`src/hw/rtl/bdq_pkg.sv`:
```
`timescale 1ns / 1ps

package bdq_pkg;

    // Store geometry; the ring wraps by truncation, so the depth is a power of two.
    localparam int DEPTH  = 1024;
    localparam int ADDR_W = $clog2(DEPTH);
    localparam int CNT_W  = ADDR_W + 1;
    localparam int WORD_W = 32;

    // Configuration port geometry.
    localparam int APB_ADDR_W = 3;
    localparam int APB_DATA_W = 32;
    localparam logic REG_CAPACITY = 1'b0;
    localparam logic [CNT_W-1:0] CAPACITY_RESET = CNT_W'(DEPTH);

    // Operation codes.
    localparam logic [2:0] OP_PUSH_FRONT = 3'd0;
    localparam logic [2:0] OP_PUSH_BACK  = 3'd1;
    localparam logic [2:0] OP_POP_FRONT  = 3'd2;
    localparam logic [2:0] OP_POP_BACK   = 3'd3;
    localparam logic [2:0] OP_QUERY      = 3'd4;

    // Word reported for front and rear when the queue is empty.
    localparam logic signed [WORD_W-1:0] EMPTY_WORD = -32'sd1;

    // Configuration handed from the register block to the datapath.
    typedef struct packed {
        logic [CNT_W-1:0] eff_capacity;
    } bdq_cfg_t;

endpackage

```
`src/hw/rtl/bdq_cfg.sv`:
```
`timescale 1ns / 1ps

module bdq_cfg
    import bdq_pkg::*;
(
    input  logic                  clk,
    input  logic                  rst_n,
    input  logic                  psel,
    input  logic                  penable,
    input  logic                  pwrite,
    input  logic [APB_ADDR_W-1:0] paddr,
    input  logic [APB_DATA_W-1:0] pwdata,
    output logic [APB_DATA_W-1:0] prdata,
    output logic                  pready,
    output bdq_cfg_t              cfg
);

    logic [CNT_W-1:0] capacity_reg;
    logic             reg_sel;
    logic             wr_en;

    // Register index is the byte address divided by four.
    assign reg_sel = (paddr[2] == REG_CAPACITY);
    assign pready  = 1'b1;
    assign wr_en   = psel && penable && pwrite && pready && reg_sel;

    // Capacity register.
    always_ff @(posedge clk or negedge rst_n)
    begin
        if (!rst_n)
        begin
            capacity_reg <= CAPACITY_RESET;
        end
        else if (wr_en)
        begin
            capacity_reg <= pwdata[CNT_W-1:0];
        end
    end

    // Read data.
    assign prdata = reg_sel ? APB_DATA_W'(capacity_reg) : '0;

    // A capacity above the store depth acts as the depth.
    assign cfg.eff_capacity = (capacity_reg > CNT_W'(DEPTH)) ? CNT_W'(DEPTH) : capacity_reg;

endmodule

```
`config.mk`:
```
export PLATFORM = sky130hd
export DESIGN_NAME = bdq_cfg
export DESIGN_NICKNAME = d
export VERILOG_FILES = /design/src/hw/rtl/bdq_pkg.sv /design/src/hw/rtl/bdq_cfg.sv
export SDC_FILE = /design/constraint.sdc
export NUM_CORES = 1
export LEC_CHECK = 0
export ABC_AREA = 1
export ABC_CLOCK_PERIOD_IN_PS = 1080
export BUFFER_PORTS_ARGS = -buffer_cell sky130_fd_sc_hd__buf_2
export CAP_MARGIN = 20
export CORE_UTILIZATION = 30
export DETAILED_ROUTE_END_ITERATION = 8
export HOLD_SLACK_MARGIN = 0.1
export PLACE_DENSITY = 0.75
export SLEW_MARGIN = 15
export SYNTH_ARGS = -nofsm -noshare
export SYNTH_HDL_FRONTEND = slang
export SYNTH_SLANG_ARGS = --single-unit
```
`constraint.sdc`:
```
create_clock -name clk -period 1.08 [get_ports clk]
set_clock_uncertainty 0.15 [all_clocks]
set_input_delay 0.108 -clock clk [delete_from_list [all_inputs] [get_ports clk]]
set_output_delay 0.108 -clock clk [all_outputs]
set_load 0.01 [all_outputs]
```
==> run summary, run 1 <==
Outcome
• **status** finished, violations left
• **violated checks** setup timing

Setup path
• **CP required** 820 ps
• **CP cell instances** inv_2 -> nor2_4 -> nor2_2 -> buf_2
• **R2R depth** 3
• **Setup crit end kind** output pin
• **FF-to-FF setup slack** 70 ps
• **type of the setup path with the least slack** flop to output pin
• **reg2reg end** capacity_reg[10]
• **family with the most delay on the worst path** flip-flops
• **Critical Path Source Type** flop
• **critical path peak fanout** 10
• **arrival time at the worst endpoint** 1410 ps
• **worst flop-to-flop path startpoint** capacity_reg[10]
• **maximum single-stage delay on the critical path** 530 ps
• **highest-delay cell along the critical path** dfstp_2
• **Buffers & Inverters on Critical Path** 2

STA
• **setup_tns** -7687 ps
• **number of pins exceeding their max-slew limit in the final report** 0
• **final critical-path required period** 1669 ps
• **timing-limited maximum frequency** 0.5992 GHz
• **final hold violation count** 0
• **final period utilization** 1.545
• **final setup fails** 22
• **min setup slack post-route** -589.0 ps
• **unrepaired setup endpoints after global routing** yes

Power
• **sum of internal, switching and leakage power** 1.588 mW
• **power density normalized to cell area** 1349 nW/um2
• **static leakage power** 0.6395 nW
• **maximum ir drop on the vdd rail** 0.9286 mV

Detailed routing
• **count of TritonRoute iterations in the first routing pass** 3
• **number of routed nets with antenna violations** 0
• **average wire per standard cell** 10.48 um
• **routed wire length** 1980 um
• **via total after detailed routing** 790
• **DRC** 0
• **violation count after the first detailed-routing iteration** 9
• **vias per inst** 4.180

Floorplan
• **DIE WIDTH** 52.36 um
• **number of standard-cell rows in the floorplan** 17
• **Starting Density** 0.3312
• **core footprint** 2297 um2
• **Top Ports** 84
• **die footprint** 2741 um2
• **vertical die dimension** 52.36 um

Place
• **dpl ws** -297.3 ps
• **placer congestion estimate** 0.6820
• **placed instance count** 167
• **HPWL after detailed placement** 1295 um
• **number of port buffers** 38

Job
• **max-cap viol count** 0

CTS
• **deepest level of the CTS H-tree** 1
• **clock slew seen by the registers of the worst setup and hold paths** 70 ps
• **number of buffers created by CTS** 3
• **Skew-Pair Late Insertion Delay** 270 ps
• **Bufs on Longest Clock Path** 2
• **# clock sinks** 11
• **clock tree from TritonCTS** yes
• **CTS root buf** clkbuf_4

Logic synthesis
• **register area share after synthesis** 0.3635
• **Yosys warnings** 0
• **synthesis-stage register bit count** 11
• **summed instance area of the synthesized netlist** 760.7 um2
• **cells after synthesis** 103
• **synthesized area per cell** 7.386 um2
• **count of different cell masters after synthesis** 15

Cells and area
• **most frequent cells in the layout** buf_2, nor2_1, conb_1, nor2_2, dlygate4sd3_1
• **diode insertion count for antenna repair** 0
• **fraction of layout instances using a drive strength above 1** 0.5155
• **relative area change from synthesis to final layout** 54.77%
• **number of nets in the layout** 202
• **most common cell after layout, fill and taps aside** buf_2
• **max reg flops** 11
• **filler cell count in the final layout** 225
• **non-filler instance count after layout** 189

Global routing
• **wire length of the first global-routing pass** 3194 um
• **vias in the first global route** 702
• **pin count of the biggest net entering global routing** 23
• **global route total overflow** 0
• **all-layer global routing usage** 0.1645
• **antenna violations before repair** 0

Worst hold path
• **class of the most critical hold timing path** input pin to asynchronous set/reset pin

==> kinds of logic (layout without fill, tap and decap cells) <==
kind of cell | after synthesis | in the layout | synth area share
compound gates | 11 | 11 | 0.07731
flops | 11 | 11 | 0.3635
buf+inv | 38 | 76 | 0.3174
simple gates | 41 | 41 | 0.2319
other cells | 2 | 22 | 0.009872
==> stage by stage <==
| step | instance area (um2) | hold slack, ps | util |
|---|---|---|---|
| detailed placement | 932.1 | -158.3 | 0.4058 |
| global route | 1177 | 97.19 | 0.5125 |
| floorplan | 873.3 | -337.6 | - |
| finish | 1177 | 80.24 | 0.5125 |
| global placement | 932.1 | -165.6 | 0.4058 |
| CTS | 1107 | 87.30 | 0.4820 |
==> area by class of cell <==
cell class	instances	area, um2	share of cell area
Clock buffer	4	26.28	0.02232
Inverter	12	52.55	0.04463
Multi-Input combinational cell	74	374.1	0.3177
Sequential cell	11	276.5	0.2349
Tap cell	28	35.03	0.02976
Timing Repair Buffer	60	412.9	0.3507
==> worst max path at each step <==
stage,depth (start not counted),startpoint,slack [ps],end
final,4,capacity_reg[10],-590,cfg[6]
after global routing,4,capacity_reg[10],-670,cfg[6]
after CTS,6,capacity_reg[3],-600,cfg[6]
after detailed placement,6,capacity_reg[4],-300,cfg[6]
after global placement,6,capacity_reg[4],-280,cfg[2]
after floorplan,3,capacity_reg[10],-90,cfg[0]
==> routing by layer <==
layer  up-vias  global-route usage  wire, um
li1        382                   -         -
met1       356              0.1792       760
met2        47              0.3038      1031
met3         5             0.02609       141
met4         0             0.07895        47
met5         -                   0         0
==> where the power goes <==
group          internal (mW)  switching (mW)
Sequential             0.494          0.0487
Combinational          0.347           0.408
Clock                  0.143           0.147
Total                  0.984           0.604
==> synth_stat cells, drive strengths merged <==
library cell / count / area (um2)
nand4: 1 / 21.27
clkbuf: 1 / 3.750
dfstp: 1 / 26.28
buf: 25 / 192.7
nor2: 38 / 145.1
dfrtp: 10 / 250.2
a21oi: 11 / 58.81
conb: 2 / 7.510
nand3: 2 / 10.01
inv: 12 / 45.04
==> worst register-to-register path: cells and delay by family (launching register included) <==
| kind | cells | cell delay (ps) |
|---|---|---|
| compound gates | 1 | 100 |
| buf+inv | 2 | 160 |
| flops | 1 | 530 |
==> repair_timing <==
item	in CTS	in global routing
hold endpoints to repair	22	0
pin swaps	1	5
hold buffers	12	0
setup endpoints to repair	22	23
gates resized for setup	11	14
setup buffers	2	6
No activity file was read; power rests on OpenSTA's default activity.
==> inputs of run 2 (changes only) <==
--- a/config.mk
+++ b/config.mk
@@ -12,6 +12,7 @@
 export CORE_UTILIZATION = 30
 export DETAILED_ROUTE_END_ITERATION = 8
 export HOLD_SLACK_MARGIN = 0.1
+export MAX_ROUTING_LAYER = met4
 export PLACE_DENSITY = 0.75
 export SLEW_MARGIN = 15
 export SYNTH_ARGS = -nofsm -noshare
==> run 2 against run 1 <==
  * The flow still finishes with violations (setup timing)
  * Critical path depth stayed put
  * Largest cell class unchanged
  * Global-route usage rose by 0.43 points
  * Flip-flop and latch count unchanged
  * Critical endpoint unchanged
  * Register-to-register slack about the same
==> run summary, run 2 (synthesized netlist as in run 1, its figures left out) <==
Outcome
• **status** finished, violations left
• **violated checks** setup timing

Detailed routing
• **violation count after the first detailed-routing iteration** 9, unchanged
• **via total after detailed routing** 790, unchanged
• **vias per inst** 4.180, unchanged
• **DRC** 0, unchanged
• **count of TritonRoute iterations in the first routing pass** 3, unchanged
• **routed wire length** 1980 um, unchanged
• **average wire per standard cell** 10.48 um, unchanged
• **number of routed nets with antenna violations** 0, unchanged

Global routing
• **pin count of the biggest net entering global routing** 23, unchanged
• **all-layer global routing usage** 0.1688, +0.004306
• **antenna violations before repair** 0, unchanged
• **vias in the first global route** 702, unchanged
• **wire length of the first global-routing pass** 3201 um, +0.22%
• **global route total overflow** 0, unchanged

Power
• **static leakage power** 0.6395 nW, unchanged
• **power density normalized to cell area** 1349 nW/um2, about the same
• **maximum ir drop on the vdd rail** 0.9286 mV, about the same
• **sum of internal, switching and leakage power** 1.588 mW, about the same

CTS
• **clock slew seen by the registers of the worst setup and hold paths** 70 ps, about the same
• **Bufs on Longest Clock Path** 2, unchanged
• **deepest level of the CTS H-tree** 1, unchanged
• **CTS root buf** clkbuf_4
• **# clock sinks** 11, unchanged
• **Skew-Pair Late Insertion Delay** 270 ps, about the same
• **clock tree from TritonCTS** yes
• **number of buffers created by CTS** 3, unchanged

Floorplan
• **number of standard-cell rows in the floorplan** 17, unchanged
• **Starting Density** 0.3312, unchanged
• **DIE WIDTH** 52.36 um, unchanged
• **die footprint** 2741 um2, unchanged
• **Top Ports** 84, unchanged
• **core footprint** 2297 um2, unchanged
• **vertical die dimension** 52.36 um, unchanged

Cells and area
• **filler cell count in the final layout** 225, unchanged
• **final standard cell utilization of the core** 0.5125, unchanged
• **diode insertion count for antenna repair** 0, unchanged
• **fraction of layout instances using a drive strength above 1** 0.5155, unchanged
• **relative area change from synthesis to final layout** 54.77%, unchanged
• **number of nets in the layout** 202, unchanged
• **total area of multi-input combinational cells** 374.1 um2, unchanged
• **most frequent cells in the layout** buf_2, nor2_1, conb_1, nor2_2, dlygate4sd3_1
• **max reg flops** 11, unchanged
• **footprint of the flip-flops and latches** 276.5 um2, unchanged
• **most common cell after layout, fill and taps aside** buf_2

STA
• **unrepaired setup endpoints after global routing** yes
• **final period utilization** 1.545, about the same
• **final critical-path required period** 1669 ps, +0.005000 ps
• **timing-limited maximum frequency** 0.5992 GHz, about the same
• **final setup fails** 22, unchanged
• **min setup slack post-route** -589.0 ps, -0.005000 ps
• **setup_tns** -7687 ps, +0.2300 ps
• **final hold violation count** 0, unchanged
• **number of pins exceeding their max-slew limit in the final report** 0, unchanged

Setup path
• **R2R depth** 3, unchanged
• **critical path peak fanout** 10, unchanged
• **type of the setup path with the least slack** flop to output pin
• **Setup crit end kind** output pin
• **FF-to-FF setup slack** 70 ps, about the same
• **CP required** 820 ps, about the same
• **arrival time at the worst endpoint** 1410 ps, about the same
• **Critical Path Source Type** flop
• **reg2reg end** capacity_reg[10]
• **worst flop-to-flop path startpoint** capacity_reg[10]

Place
• **HPWL after detailed placement** 1295 um, unchanged
• **number of port buffers** 38, unchanged
• **placer congestion estimate** 0.6890, +1.0%

Worst hold path
• **class of the most critical hold timing path** input pin to asynchronous set/reset pin

Job
• **max-cap viol count** 0, unchanged

run 2: cell counts in the layout (fill, tap and decap cells not counted):
Identical to the previous run, type by type.
run 2: routing by layer:
layer	vias to the layer above	wire, um	GRT usage
li1	382	-	-
met1	356	760	0.1792
met2	47	1031	0.3038
met3	5	141	0.02609
met4	0	47	0.07895
met5	-	0	-
run 2: repair_timing:
action | 4_1_cts | 5_1_grt
gates resized for setup | 11 | 14
pin swaps | 1 | 5
setup buffers | 2 | 6
endpoints found under the hold margin | 22 | 0
endpoints found under the setup margin | 22 | 23
hold buffers | 12 | 0
run 2: stage by stage:
stage	cells	worst slack, ps	hold WS (ps)	instance area, um2
finish	189	-589.0	80.23	1177
global route	189	-673.3	97.19	1177
CTS	185	-595.6	87.30	1107
detailed placement	167	-297.3	-158.3	932.1
global placement	167	-281.0	-165.6	932.1
floorplan	123	-91.10	-337.6	873.3
run 2: critical path: stages (launching register included):
cell and delay (ps):
dfstp_2 530, inv_2 50, nor2_4 360, nor2_2 50, buf_2 150
run 2: worst max-delay path by stage:
| stage | cells past startpoint | start | slack [ps] | endpoint |
|---|---|---|---|---|
| 4_1_cts | 6 | capacity_reg[3] | -600 | cfg[6] |
| 3_3_place_gp | 6 | capacity_reg[4] | -280 | cfg[2] |
| 5_1_grt | 4 | capacity_reg[10] | -670 | cfg[6] |
| 3_5_place_dp | 6 | capacity_reg[4] | -300 | cfg[6] |
| 6_report | 4 | capacity_reg[10] | -590 | cfg[6] |
| 2_1_floorplan | 3 | capacity_reg[10] | -90 | cfg[0] |
run 2: cell type report:
class | instances | area share
repair buffers | 60 | 0.3507
multi-input cells | 74 | 0.3177
flip-flops and latches | 11 | 0.2349
inverters | 12 | 0.04463
well taps | 28 | 0.02976
clock buffers | 4 | 0.02232
run 2: power breakdown:
part / internal (mW) / switching (mW) / total (mW)
registers: 0.494 / 0.0487 / 0.543
clock network: 0.143 / 0.147 / 0.291
logic: 0.347 / 0.408 / 0.755
total: 0.984 / 0.604 / 1.59
